File: src/rls_pkg.sv
package rls_pkg;

    // APB register port
    localparam int PADDR_BITS = 3;
    localparam int PDATA_BITS = 32;

    // register index, taken from the word address
    typedef enum logic
    {
        REG_ORIGIN_X = 1'b0,
        REG_ORIGIN_Y = 1'b1
    } reg_idx_t;

    // item kinds
    typedef enum logic
    {
        REQ_AIM   = 1'b0,
        REQ_FRAME = 1'b1
    } req_kind_t;

endpackage

File: src/rls_if.sv
interface rls_req_if #(parameter int COORD_BITS = 10);
    logic                  valid;
    logic                  ready;
    logic                  req_type;
    logic [COORD_BITS-1:0] target_x;
    logic [COORD_BITS-1:0] target_y;

    modport source (output valid, req_type, target_x, target_y, input ready);
    modport sink   (input valid, req_type, target_x, target_y, output ready);
endinterface

interface rls_res_if #(parameter int COORD_BITS = 10);
    logic                  valid;
    logic                  ready;
    logic [COORD_BITS-1:0] point_x;
    logic [COORD_BITS-1:0] point_y;
    logic                  arrived;

    modport source (output valid, point_x, point_y, arrived, input ready);
    modport sink   (input valid, point_x, point_y, arrived, output ready);
endinterface

File: src/rls_cfg.sv
module rls_cfg #(
    parameter int COORD_BITS = 10
)
(
    input  logic                           clk,
    input  logic                           rst_n,
    input  logic                           psel,
    input  logic                           penable,
    input  logic                           pwrite,
    input  logic [rls_pkg::PADDR_BITS-1:0] paddr,
    input  logic [rls_pkg::PDATA_BITS-1:0] pwdata,
    output logic [rls_pkg::PDATA_BITS-1:0] prdata,
    output logic                           pready,
    output logic [COORD_BITS-1:0]          origin_x,
    output logic [COORD_BITS-1:0]          origin_y
);

    logic [COORD_BITS-1:0] origin_x_reg;
    logic [COORD_BITS-1:0] origin_y_reg;
    logic [COORD_BITS-1:0] origin_x_next;
    logic [COORD_BITS-1:0] origin_y_next;
    rls_pkg::reg_idx_t     idx;
    logic                  wr_en;

    // word address: registers sit at byte offsets 0 and 4
    assign idx   = rls_pkg::reg_idx_t'(paddr[rls_pkg::PADDR_BITS-1]);
    assign wr_en = psel && penable && pwrite;

    always_comb
    begin
        origin_x_next = origin_x_reg;
        origin_y_next = origin_y_reg;
        if (wr_en)
        begin
            case (idx)
                rls_pkg::REG_ORIGIN_X: origin_x_next = pwdata[COORD_BITS-1:0];
                rls_pkg::REG_ORIGIN_Y: origin_y_next = pwdata[COORD_BITS-1:0];
                default: ;
            endcase
        end
    end

    always_ff @(posedge clk or negedge rst_n)
    begin
        if (!rst_n)
        begin
            origin_x_reg <= '0;
            origin_y_reg <= '0;
        end
        else
        begin
            origin_x_reg <= origin_x_next;
            origin_y_reg <= origin_y_next;
        end
    end

    always_comb
    begin
        case (idx)
            rls_pkg::REG_ORIGIN_X: prdata = rls_pkg::PDATA_BITS'(origin_x_reg);
            rls_pkg::REG_ORIGIN_Y: prdata = rls_pkg::PDATA_BITS'(origin_y_reg);
            default:               prdata = '0;
        endcase
    end

    assign pready   = 1'b1;
    assign origin_x = origin_x_reg;
    assign origin_y = origin_y_reg;

endmodule

File: src/rls_div.sv
// Restoring divider, one quotient bit per cycle.
module rls_div #(
    parameter int W = 12
)
(
    input  logic         clk,
    input  logic         rst_n,
    input  logic         start,
    input  logic [W-1:0] num,
    input  logic [W-1:0] den,
    output logic         done,
    output logic [W-1:0] quot
);

    localparam int CNT_BITS = $clog2(W + 1);

    logic [W-1:0]        num_reg;
    logic [W-1:0]        num_next;
    logic [W-1:0]        den_reg;
    logic [W-1:0]        den_next;
    logic [W-1:0]        rem_reg;
    logic [W-1:0]        rem_next;
    logic [CNT_BITS-1:0] cnt_reg;
    logic [CNT_BITS-1:0] cnt_next;
    logic                busy_reg;
    logic                busy_next;
    logic                done_reg;
    logic                done_next;
    logic [W:0]          trial;
    logic [W:0]          diff;

    assign trial = {rem_reg, num_reg[W-1]};
    assign diff  = trial - {1'b0, den_reg};

    always_comb
    begin
        num_next  = num_reg;
        den_next  = den_reg;
        rem_next  = rem_reg;
        cnt_next  = cnt_reg;
        busy_next = busy_reg;
        done_next = 1'b0;
        if (start)
        begin
            num_next  = num;
            den_next  = den;
            rem_next  = '0;
            cnt_next  = CNT_BITS'(W);
            busy_next = 1'b1;
        end
        else if (busy_reg)
        begin
            // quotient bits shift in where the dividend bits leave
            if (trial >= {1'b0, den_reg})
            begin
                rem_next = diff[W-1:0];
                num_next = {num_reg[W-2:0], 1'b1};
            end
            else
            begin
                rem_next = trial[W-1:0];
                num_next = {num_reg[W-2:0], 1'b0};
            end
            cnt_next = cnt_reg - CNT_BITS'(1);
            if (cnt_reg == CNT_BITS'(1))
            begin
                busy_next = 1'b0;
                done_next = 1'b1;
            end
        end
    end

    always_ff @(posedge clk or negedge rst_n)
    begin
        if (!rst_n)
        begin
            num_reg  <= '0;
            den_reg  <= '0;
            rem_reg  <= '0;
            cnt_reg  <= '0;
            busy_reg <= 1'b0;
            done_reg <= 1'b0;
        end
        else
        begin
            num_reg  <= num_next;
            den_reg  <= den_next;
            rem_reg  <= rem_next;
            cnt_reg  <= cnt_next;
            busy_reg <= busy_next;
            done_reg <= done_next;
        end
    end

    assign done = done_reg;
    assign quot = num_reg;

endmodule

File: src/ratio_line_stepper_core.sv
// Point stepper: moves a point from a programmable origin toward a target.
// Channels: req (sink) carries req_type, target_x, target_y; res (source)
// carries point_x, point_y, arrived. Each request item gives one result item.
// An aim item loads the target, puts the point at the origin and works out
// the step ratio: major / (minor + 1) rounded half up, redone as
// major / minor when that gives 1 and minor is not zero. A frame item
// moves the point one step. Registers origin_x (byte 0) and origin_y
// (byte 4) sit on the APB port. Flow: a frame item passes S_STEP and
// S_EMIT on its way to the output register. An aim with equal distances
// goes straight to S_EMIT; otherwise it runs one division on the shared
// restoring divider in S_DIV1 and, when that is redone, one more in S_DIV2.
// req.ready comes back the cycle after a result is loaded, so a new item
// is taken only after the last one has left S_EMIT.
// Only one item is in flight: req.ready is high only while idle. A finished
// result waits in the output register; the next item may be accepted and
// worked on meanwhile, but its result stays back until res is taken.
// Reset clears the origin, point, target and hit flag, ratio and frame
// counter to one, and leaves the block idle with no result pending.
module ratio_line_stepper_core #(
    parameter int COORD_BITS = 10
)
(
    input  logic                           clk,
    input  logic                           rst_n,
    rls_req_if.sink                        req,
    rls_res_if.source                      res,
    input  logic                           psel,
    input  logic                           penable,
    input  logic                           pwrite,
    input  logic [rls_pkg::PADDR_BITS-1:0] paddr,
    input  logic [rls_pkg::PDATA_BITS-1:0] pwdata,
    output logic [rls_pkg::PDATA_BITS-1:0] prdata,
    output logic                           pready
);

    localparam int CB = COORD_BITS;
    localparam int DW = COORD_BITS + 2;

    typedef enum logic [2:0]
    {
        S_IDLE,
        S_STEP,
        S_DIV1,
        S_DIV2,
        S_EMIT
    } state_t;

    typedef enum logic [1:0]
    {
        MODE_EQUAL,
        MODE_X_MAJOR,
        MODE_Y_MAJOR
    } mode_t;

    state_t          state_reg, state_next;
    mode_t           mode_reg, mode_next;
    logic [CB-1:0]   pos_x_reg, pos_x_next;
    logic [CB-1:0]   pos_y_reg, pos_y_next;
    logic [CB-1:0]   goal_x_reg, goal_x_next;
    logic [CB-1:0]   goal_y_reg, goal_y_next;
    logic [CB-1:0]   ratio_reg, ratio_next;
    logic [CB-1:0]   frames_reg, frames_next;
    logic            hit_reg, hit_next;
    logic [CB-1:0]   maj_reg, maj_next;
    logic [CB-1:0]   mnr_reg, mnr_next;
    logic            out_valid_reg, out_valid_next;
    logic [CB-1:0]   out_x_reg, out_x_next;
    logic [CB-1:0]   out_y_reg, out_y_next;
    logic            out_hit_reg, out_hit_next;

    logic [CB-1:0]   origin_x;
    logic [CB-1:0]   origin_y;
    logic [CB-1:0]   dx;
    logic [CB-1:0]   dy;
    logic [CB-1:0]   aim_maj;
    logic [CB-1:0]   aim_mnr;
    logic [CB:0]     aim_den;
    logic            div_start;
    logic [DW-1:0]   div_num;
    logic [DW-1:0]   div_den;
    logic            div_done;
    logic [DW-1:0]   div_quot;

    // frame stepping, major/minor view
    logic [CB-1:0]   mj;
    logic [CB-1:0]   gmj;
    logic [CB-1:0]   mn;
    logic [CB-1:0]   gmn;
    logic [CB-1:0]   fl;
    logic [CB-1:0]   new_x;
    logic [CB-1:0]   new_y;

    function automatic logic [CB-1:0] toward(input logic [CB-1:0] p, input logic [CB-1:0] g);
        logic [CB-1:0] r;
        r = p;
        if (p < g)
        begin
            r = p + CB'(1);
        end
        else if (p > g)
        begin
            r = p - CB'(1);
        end
        return r;
    endfunction

    rls_cfg #(
        .COORD_BITS (COORD_BITS)
    ) u_cfg (
        .clk      (clk),
        .rst_n    (rst_n),
        .psel     (psel),
        .penable  (penable),
        .pwrite   (pwrite),
        .paddr    (paddr),
        .pwdata   (pwdata),
        .prdata   (prdata),
        .pready   (pready),
        .origin_x (origin_x),
        .origin_y (origin_y)
    );

    rls_div #(
        .W (DW)
    ) u_div (
        .clk   (clk),
        .rst_n (rst_n),
        .start (div_start),
        .num   (div_num),
        .den   (div_den),
        .done  (div_done),
        .quot  (div_quot)
    );

    assign dx      = (req.target_x > origin_x) ? req.target_x - origin_x
                                               : origin_x - req.target_x;
    assign dy      = (req.target_y > origin_y) ? req.target_y - origin_y
                                               : origin_y - req.target_y;
    assign aim_maj = (dx > dy) ? dx : dy;
    assign aim_mnr = (dx > dy) ? dy : dx;
    assign aim_den = {1'b0, aim_mnr} + (CB + 1)'(1);

    // one frame along the major axis, or along both axes in equal mode
    always_comb
    begin
        if (mode_reg == MODE_Y_MAJOR)
        begin
            mj  = pos_y_reg;
            gmj = goal_y_reg;
            mn  = pos_x_reg;
            gmn = goal_x_reg;
        end
        else
        begin
            mj  = pos_x_reg;
            gmj = goal_x_reg;
            mn  = pos_y_reg;
            gmn = goal_y_reg;
        end
        fl = frames_reg - CB'(1);
        if (fl == '0)
        begin
            fl = ratio_reg;
            mn = toward(mn, gmn);
        end
        if (mj != gmj)
        begin
            mj = toward(mj, gmj);
        end
        else
        begin
            mn = gmn;
        end
        case (mode_reg)
            MODE_X_MAJOR:
            begin
                new_x = mj;
                new_y = mn;
            end
            MODE_Y_MAJOR:
            begin
                new_x = mn;
                new_y = mj;
            end
            default:
            begin
                new_x = toward(pos_x_reg, goal_x_reg);
                new_y = toward(pos_y_reg, goal_y_reg);
            end
        endcase
    end

    always_comb
    begin
        state_next     = state_reg;
        mode_next      = mode_reg;
        pos_x_next     = pos_x_reg;
        pos_y_next     = pos_y_reg;
        goal_x_next    = goal_x_reg;
        goal_y_next    = goal_y_reg;
        ratio_next     = ratio_reg;
        frames_next    = frames_reg;
        hit_next       = hit_reg;
        maj_next       = maj_reg;
        mnr_next       = mnr_reg;
        out_valid_next = out_valid_reg;
        out_x_next     = out_x_reg;
        out_y_next     = out_y_reg;
        out_hit_next   = out_hit_reg;
        div_start      = 1'b0;
        div_num        = {1'b0, aim_maj, 1'b0} + {1'b0, aim_den};
        div_den        = {aim_den, 1'b0};

        if (out_valid_reg && res.ready)
        begin
            out_valid_next = 1'b0;
        end

        case (state_reg)
            S_IDLE:
            begin
                if (req.valid)
                begin
                    if (req.req_type == rls_pkg::REQ_AIM)
                    begin
                        goal_x_next = req.target_x;
                        goal_y_next = req.target_y;
                        pos_x_next  = origin_x;
                        pos_y_next  = origin_y;
                        maj_next    = aim_maj;
                        mnr_next    = aim_mnr;
                        if (dx == dy)
                        begin
                            mode_next   = MODE_EQUAL;
                            ratio_next  = CB'(1);
                            frames_next = CB'(1);
                            state_next  = S_EMIT;
                        end
                        else
                        begin
                            mode_next  = (dx > dy) ? MODE_X_MAJOR : MODE_Y_MAJOR;
                            div_start  = 1'b1;
                            state_next = S_DIV1;
                        end
                    end
                    else
                    begin
                        state_next = S_STEP;
                    end
                end
            end
            S_STEP:
            begin
                pos_x_next = new_x;
                pos_y_next = new_y;
                if (mode_reg == MODE_X_MAJOR || mode_reg == MODE_Y_MAJOR)
                begin
                    frames_next = fl;
                end
                hit_next   = (new_x == goal_x_reg) && (new_y == goal_y_reg);
                state_next = S_EMIT;
            end
            S_DIV1:
            begin
                div_num = {1'b0, maj_reg, 1'b0} + {2'b00, mnr_reg};
                div_den = {1'b0, mnr_reg, 1'b0};
                if (div_done)
                begin
                    // a ratio of one is redone against the bare minor distance, unless that is zero
                    if (div_quot == DW'(1) && mnr_reg != '0)
                    begin
                        div_start  = 1'b1;
                        state_next = S_DIV2;
                    end
                    else
                    begin
                        ratio_next  = div_quot[CB-1:0];
                        frames_next = div_quot[CB-1:0];
                        state_next  = S_EMIT;
                    end
                end
            end
            S_DIV2:
            begin
                if (div_done)
                begin
                    ratio_next  = div_quot[CB-1:0];
                    frames_next = div_quot[CB-1:0];
                    state_next  = S_EMIT;
                end
            end
            S_EMIT:
            begin
                if (!out_valid_reg || res.ready)
                begin
                    out_valid_next = 1'b1;
                    out_x_next     = pos_x_reg;
                    out_y_next     = pos_y_reg;
                    out_hit_next   = hit_reg;
                    state_next     = S_IDLE;
                end
            end
            default:
            begin
                state_next = S_IDLE;
            end
        endcase
    end

    always_ff @(posedge clk or negedge rst_n)
    begin
        if (!rst_n)
        begin
            state_reg     <= S_IDLE;
            mode_reg      <= MODE_EQUAL;
            pos_x_reg     <= '0;
            pos_y_reg     <= '0;
            goal_x_reg    <= '0;
            goal_y_reg    <= '0;
            ratio_reg     <= CB'(1);
            frames_reg    <= CB'(1);
            hit_reg       <= 1'b0;
            maj_reg       <= '0;
            mnr_reg       <= '0;
            out_valid_reg <= 1'b0;
            out_x_reg     <= '0;
            out_y_reg     <= '0;
            out_hit_reg   <= 1'b0;
        end
        else
        begin
            state_reg     <= state_next;
            mode_reg      <= mode_next;
            pos_x_reg     <= pos_x_next;
            pos_y_reg     <= pos_y_next;
            goal_x_reg    <= goal_x_next;
            goal_y_reg    <= goal_y_next;
            ratio_reg     <= ratio_next;
            frames_reg    <= frames_next;
            hit_reg       <= hit_next;
            maj_reg       <= maj_next;
            mnr_reg       <= mnr_next;
            out_valid_reg <= out_valid_next;
            out_x_reg     <= out_x_next;
            out_y_reg     <= out_y_next;
            out_hit_reg   <= out_hit_next;
        end
    end

    assign req.ready   = (state_reg == S_IDLE);
    assign res.valid   = out_valid_reg;
    assign res.point_x = out_x_reg;
    assign res.point_y = out_y_reg;
    assign res.arrived = out_hit_reg;

endmodule

File: src/flat_wrapper.sv
// flat-port wrapper written by rule: the top's interface ports become plain ports
module ratio_line_stepper_core_flat 
#(
    parameter int COORD_BITS = 10
)
  (clk, rst_n, psel, penable, pwrite, paddr, pwdata, prdata, pready, req_valid, req_req_type, req_target_x, req_target_y, req_ready, res_valid, res_point_x, res_point_y, res_arrived, res_ready);
  rls_req_if #(.COORD_BITS(COORD_BITS)) req_i ();
  rls_res_if #(.COORD_BITS(COORD_BITS)) res_i ();
  input  logic clk;
  input  logic rst_n;
  input  logic psel;
  input  logic penable;
  input  logic pwrite;
  input  logic [rls_pkg::PADDR_BITS-1:0] paddr;
  input  logic [rls_pkg::PDATA_BITS-1:0] pwdata;
  output logic [rls_pkg::PDATA_BITS-1:0] prdata;
  output logic pready;
  input wire logic [$bits(req_i.valid)-1:0] req_valid;
  input wire logic [$bits(req_i.req_type)-1:0] req_req_type;
  input wire logic [$bits(req_i.target_x)-1:0] req_target_x;
  input wire logic [$bits(req_i.target_y)-1:0] req_target_y;
  output wire logic [$bits(req_i.ready)-1:0] req_ready;
  output wire logic [$bits(res_i.valid)-1:0] res_valid;
  output wire logic [$bits(res_i.point_x)-1:0] res_point_x;
  output wire logic [$bits(res_i.point_y)-1:0] res_point_y;
  output wire logic [$bits(res_i.arrived)-1:0] res_arrived;
  input wire logic [$bits(res_i.ready)-1:0] res_ready;
  assign req_i.valid = req_valid;
  assign req_i.req_type = req_req_type;
  assign req_i.target_x = req_target_x;
  assign req_i.target_y = req_target_y;
  assign req_ready = req_i.ready;
  assign res_valid = res_i.valid;
  assign res_point_x = res_i.point_x;
  assign res_point_y = res_i.point_y;
  assign res_arrived = res_i.arrived;
  assign res_i.ready = res_ready;
  ratio_line_stepper_core #(.COORD_BITS(COORD_BITS)) u_core (.clk(clk), .rst_n(rst_n), .req(req_i), .res(res_i), .psel(psel), .penable(penable), .pwrite(pwrite), .paddr(paddr), .pwdata(pwdata), .prdata(prdata), .pready(pready));
endmodule
File: config.mk
export PLATFORM = sky130hd
export DESIGN_NAME = ratio_line_stepper_core_flat
export DESIGN_NICKNAME = d
export VERILOG_FILES = /design/src/rls_pkg.sv /design/src/rls_if.sv /design/src/rls_cfg.sv /design/src/rls_div.sv /design/src/ratio_line_stepper_core.sv /design/src/flat_wrapper.sv
export SDC_FILE = /design/constraint.sdc
export NUM_CORES = 1
export LEC_CHECK = 0
export ABC_AREA = 1
export BUFFER_PORTS_ARGS = -buffer_cell sky130_fd_sc_hd__buf_2
export CORE_MARGIN = 2
export CORE_UTILIZATION = 40
export CTS_CLUSTER_SIZE = 40
export DETAILED_ROUTE_END_ITERATION = 10
export GPL_TIMING_DRIVEN = 0
export PLACE_DENSITY = 0.61
export SLEW_MARGIN = 5
export SYNTH_ARGS = -nofsm -noshare
export SYNTH_HDL_FRONTEND = slang
export SYNTH_SLANG_ARGS = --single-unit
File: constraint.sdc
create_clock -name clk -period 5 [get_ports clk]
set_input_delay 1.5 -clock clk [delete_from_list [all_inputs] [get_ports clk]]
set_output_delay 1.5 -clock clk [all_outputs]
set_load 0.05 [all_outputs]
* Word level (Yosys, flattened, before mapping)
Cells that the tools add are included.
Operators by class: add/sub/neg operators 18, order comparisons 12, equal/unequal tests 20, mux-type cells 73, bitwise operators 2, reduce and logical (&&, ||, !) cells 23
Operators with widths (count):
- 2-to-1 mux 10 bit | 31
- 2-to-1 mux 12 bit | 7
- one-hot mux 10 bit (2 select lines) | 4
- > comparator 10 bit | 7
- one-hot mux 32 bit (2 select lines) | 1
- subtractor 10 x 1 -> 10 bit (second input constant) | 5
- adder 10 x 1 -> 10 bit (second input constant) | 4
- < comparator 10 bit | 4
- one-hot mux 10 bit (4 select lines) | 1
- subtractor 10 bit | 4
- equality test 10 bit | 3
- one-hot mux 10 bit (3 select lines) | 1
- 2-to-1 mux 3 bit | 7
- 2-to-1 mux 1 bit | 15
- one-hot mux 3 bit (5 select lines) | 1
- greater-or-equal comparator 13 x 12 -> 1 bit | 1
- adder 11 x 10 -> 12 bit | 1
- adder 11 x 11 -> 12 bit | 1
- equality test 12 x 1 -> 1 bit (second input constant) | 1
- subtractor 12 bit | 1
- adder 10 x 1 -> 11 bit (second input constant) | 1
- logical NOT 10 bit | 1
- != test 10 bit | 1
- != test 2 bit (second input constant) | 5
- other kinds (25) | 40
Storage, ports and cells: bits in registers 170, bits of input ports 63

* Logic depth before layout (Yosys ltp)
depth after elaboration 10, gate-level depth with buffers 49, depth with buffers taken out 49

* Modules after synthesis
Synthesis repeated with hierarchy kept, for this count alone.
Unflattened totals: cells, all modules 2412, area, all modules 15792.6 um^2
Modules (own cells, without submodules):
- ratio_line_stepper_core | instances 1, cells an instance 1903, area each 11970.2 um^2
- rls_div | instances 1, cells an instance 362, area each 2688.8 um^2
- rls_cfg | instances 1, cells an instance 147, area each 1133.6 um^2

* Worst setup path before layout
Ideal clock, no wire load.
kind input to register, from in req_target_y[0], to reg u_core.u_div.num_reg[10], in the netlist u_core.u_div.quot[10], library setup time 0.116 ns, data arrival time 6.418 ns, path slack -1.534 ns, stages on the path 44, path buffers 1, path through inv_1 ha_1 inv_1 fa_1 nand3_1 nand3_2 nand2_4 inv_2 nand2_1 nand2_1 o31ai_1 xnor2_1 ha_1 nand4_1 inv_1 nand4_1 inv_1 nand3_2 [... 8 more ...] ha_1 a21oi_1 nor2_1 nor2_1 nor2_1 nor2_1 o21bai_1 nand2_1 nand2_1 a21oi_1 nor2_1 o21ai_0 nand2_1 nand2_1 nand2_1 o21ai_0 nand2_1 o311ai_0
Between the ends: longest elaborated chain between the ends 8, elaborated cells on any way between the ends 17
Ends and longest elaborated chain:
- from (decl) | RTL line flat_wrapper.sv:21 | input wire logic [$bits(req_i.target_y)-1:0] req_target_y;
- subtractor 10 bit (tied with other cells) | RTL line ratio_line_stepper_core.sv:138 | : origin_y - req.target_y;
- 2-to-1 mux 10 bit * | RTL line ratio_line_stepper_core.sv:137 | assign dy = (req.target_y > origin_y) ? req.target_y - origin_y
- > comparator 10 bit | RTL line ratio_line_stepper_core.sv:140 | assign aim_mnr = (dx > dy) ? dy : dx;
- 2-to-1 mux 10 bit * | RTL line ratio_line_stepper_core.sv:140
- named net u_core.aim_mnr[0] | RTL line ratio_line_stepper_core.sv:76 | logic [CB-1:0] aim_mnr;
- adder 10 x 1 -> 11 bit * | RTL line ratio_line_stepper_core.sv:141 | assign aim_den = {1'b0, aim_mnr} + (CB + 1)'(1);
- adder 11 x 11 -> 12 bit * | RTL line ratio_line_stepper_core.sv:211 | div_num = {1'b0, aim_maj, 1'b0} + {1'b0, aim_den};
- 2-to-1 mux 12 bit * | RTL line ratio_line_stepper_core.sv:219 | case (state_reg)
- 2-to-1 mux 12 bit * | RTL line rls_div.sv:43 | if (start)
- to (signal assigned) | RTL line rls_div.sv:86 | num_reg <= num_next;
- to (decl) | RTL line rls_div.sv:17 | logic [W-1:0] num_reg;
The timed path passes the listed nets; every way through them passes the cells marked *. A chain may end at the register's enable or synchronous reset.

* Worst setup path in the final report
Ends and elaborated chain as after synthesis.

==> results.json <==
{
  "status": "finished with violations",
  "violations": "setup timing",
  "hpwl_mm": 42.8,
  "nFillCells": 3797,
  "critPathBufInv": 9,
  "io-pin-count": 119,
  "drc_errors": 0,
  "wl_met3_mm": 3.36,
  "relSlewSlack": 0.331,
  "antenna_found_initial": 0,
  "fin_skew_ns": 0.0164,
  "layout.cells.non_filler": 3113,
  "routabilityCongestion": 1.00,
  "cp-start-kind": "primary input",
  "period_minus_slack_ns": 6.56,
  "crit_path_end_kind": "flop",
  "max_freq_mhz": 152,
  "async_flop_share": 1.00,
  "r2r_cells": 41,
  "slew_viol_final": 0,
  "fp.dieW_um": 201,
  "fin_crit_sh": 1.31,
  "grt_pass1_wl_mm": 88.2,
  "cts_inserted_buffers": 17,
  "setup_ws_ns": -1.56,
  "post_drt_wl_per_cell_um": 18.4,
  "overflow": 0,
  "fin_nets": 2784,
  "fp.dieH_um": 201,
  "path_class": "primary input to flop",
  "wirelength_mm": 57.3,
  "worst_slew_pin_slew_ns": 0.993,
  "antenna_cells": 0,
  "yosysMostFrequentCell": "nand2_1",
  "clkTransAtPathRegs_ns": 0.08,
  "drv_cap": 0,
  "reg2reg_from": "u_core.u_cfg.origin_y[1]$_DFFE_PN0P_",
  "grt_max_degree": 111,
  "hold_viol": 0,
  "cts_hold_buf": 0,
  "r2r_setup_slack_ns": -1.09,
  "dr.max_layer_used": "met4",
  "rsz0062_at_grt": "yes",
  "route.met2.wl_mm": 26.8,
  "slowest_stage": "fa_2",
  "ant_nets": 0,
  "coreArea_um2": 38500,
  "final_util": 0.512,
  "firstDrtPassIters": 6,
  "worstPathRequired_ns": 5.37,
  "synth_edf_count": 0,
  "hold_class": "flop to flop",
  "critPathArrivalTime_ns": 6.93,
  "setup_tns_ns": -14.69,
  "vias_per_cell": 5.45,
  "clockRootBuffer": "clkbuf_16",
  "die_area_um2": 40400,
  "netlist_top_cells_area": "dfrtp_1, nand2_1, ha_1",
  "synth_area_per_cell_um2": 6.67,
  "grt_pass1_vias": 16100,
  "cts_num_sinks": 169,
  "crit_family": "simple AND/OR/NAND/NOR gates",
  "cp.depth": 44,
  "cp-startpoint": "req_target_y[0]",
  "synthDistinctLibCells": 60,
  "netlist_area_um2": 15500,
  "synthCells": 2327,
  "crit_path_frequent_cell": "nand2_1",
  "finalSetupViolCount": 17,
  "design_area_um2": 19700,
  "clk_latency_ns": 0.46,
  "track_usage": 0.276,
  "dp.cells": 2938,
  "crit_end": "u_core.u_div.quot[10]$_DFFE_PN0P_",
  "synthFlopType": "dfrtp_1",
  "area_delta_synth_final_pct": 26.9,
  "htree_levels": 4,
  "cp_slowest_stage_delay_ns": 0.38,
  "drt_iter0_drc": 1445,
  "yosys.area.top_type": "dfrtp_1",
  "initial_core_util": 0.404,
  "drive_above_1_share": 0.204,
  "m1WireLength_mm": 25.1,
  "vias": 17000,
  "cts_max_path_buffers": 2,
  "ys_warn_count": 0,
  "synth_common_cells": "nand2_1, inv_1, o21ai_0",
  "rows": 72,
  "cp_max_fo": 7,
  "port_buffers": 71,
  "synth_top_cell_area_share": 0.269,
  "yosys_register_bits": 169,
  "cts_tree": "yes",
  "synth-seq-area-share": 0.272,
  "rr_endpoint": "u_core.u_div.quot[10]$_DFFE_PN0P_",
  "place_area_um2": 16900
}
-- tightest hold or removal path: stages, from the launching register on --
cell and delay (ns):
dfrtp_1 0.34, nand2_1 0.05, o21ai_0 0.06
-- cells in the final DEF, fill, tap and decap left out, types with 43 or more instances in the layout --
master	instances
buf_4	152
nand3_1	152
nand2_2	43
clkbuf_1	43
o21ai_0	235
buf_2	60
dfrtp_1	167
nor2_1	118
ha_1	105
a21oi_1	124
inv_1	301
nand2_1	551
-- cell type report --
class / count / area [um^2] / share of cell area
Timing Repair Buffer: 216 / 1670 / 0.0847
Tap cell: 518 / 648 / 0.0329
Sequential cell: 169 / 4230 / 0.215
Clock inverter: 15 / 174 / 0.00883
Inverter: 327 / 1260 / 0.0641
Clock buffer: 17 / 425 / 0.0216
Buffer: 96 / 556 / 0.0282
Multi-Input combinational cell: 1755 / 10700 / 0.545
-- cells by family (layout without fill, tap and decap cells) --
group,Yosys count,after routing,share of synthesized area
other,2,23,0.000484
buffers and inverters,424,671,0.111
multiplexers,3,3,0.00209
XOR/XNOR,49,49,0.0276
adder cells (fa/ha/maj),139,139,0.115
AND/OR/NAND/NOR,1012,1012,0.283
AO/OA/AOI/OAI,529,529,0.188
flip-flops,169,169,0.272
-- per-layer routing --
layer	up-vias	track usage
li1	8159	-
met4	0	0.102
met2	630	0.463
met1	8056	0.364
met5	-	0
met3	123	0.0343
-- through the flow --
step / worst slack [ns] / hold WS (ns)
floorplan: -1.30 / 0.445
global placement: -2.33 / 0.460
detailed placement: -2.38 / 0.465
CTS: -1.34 / 0.484
global route: -1.92 / 0.512
finish: -1.56 / 0.481
-- how the worst min path moves through the flow --
stage | from | to | slack, ns | cells past startpoint
finish | u_core.res.point_x[9]$_DFFE_PN0P_ | u_core.res.point_x[9]$_DFFE_PN0P_ | 0.48 | 2
global route | u_core.u_div.den_reg[9]$_DFFE_PN0P_ | u_core.u_div.den_reg[9]$_DFFE_PN0P_ | 0.51 | 2
CTS | u_core.u_div.den_reg[7]$_DFFE_PN0P_ | u_core.u_div.den_reg[7]$_DFFE_PN0P_ | 0.48 | 2
detailed placement | u_core.ratio_reg[6]$_DFFE_PN0P_ | u_core.ratio_reg[6]$_DFFE_PN0P_ | 0.47 | 2
global placement | u_core.ratio_reg[6]$_DFFE_PN0P_ | u_core.ratio_reg[6]$_DFFE_PN0P_ | 0.46 | 2
floorplan | u_core.hit_reg$_DFFE_PN0P_ | u_core.hit_reg$_DFFE_PN0P_ | 0.45 | 2
-- what timing repair did --
action,in CTS,in global routing
setup buffers,101,54
cloned,0,0
gates resized for setup,116,187
setup endpoints to repair,53,65
pin swaps,67,70
Power is not shown: default switching activity piles up to over one toggle a cycle in this logic, so the estimate is an artifact.
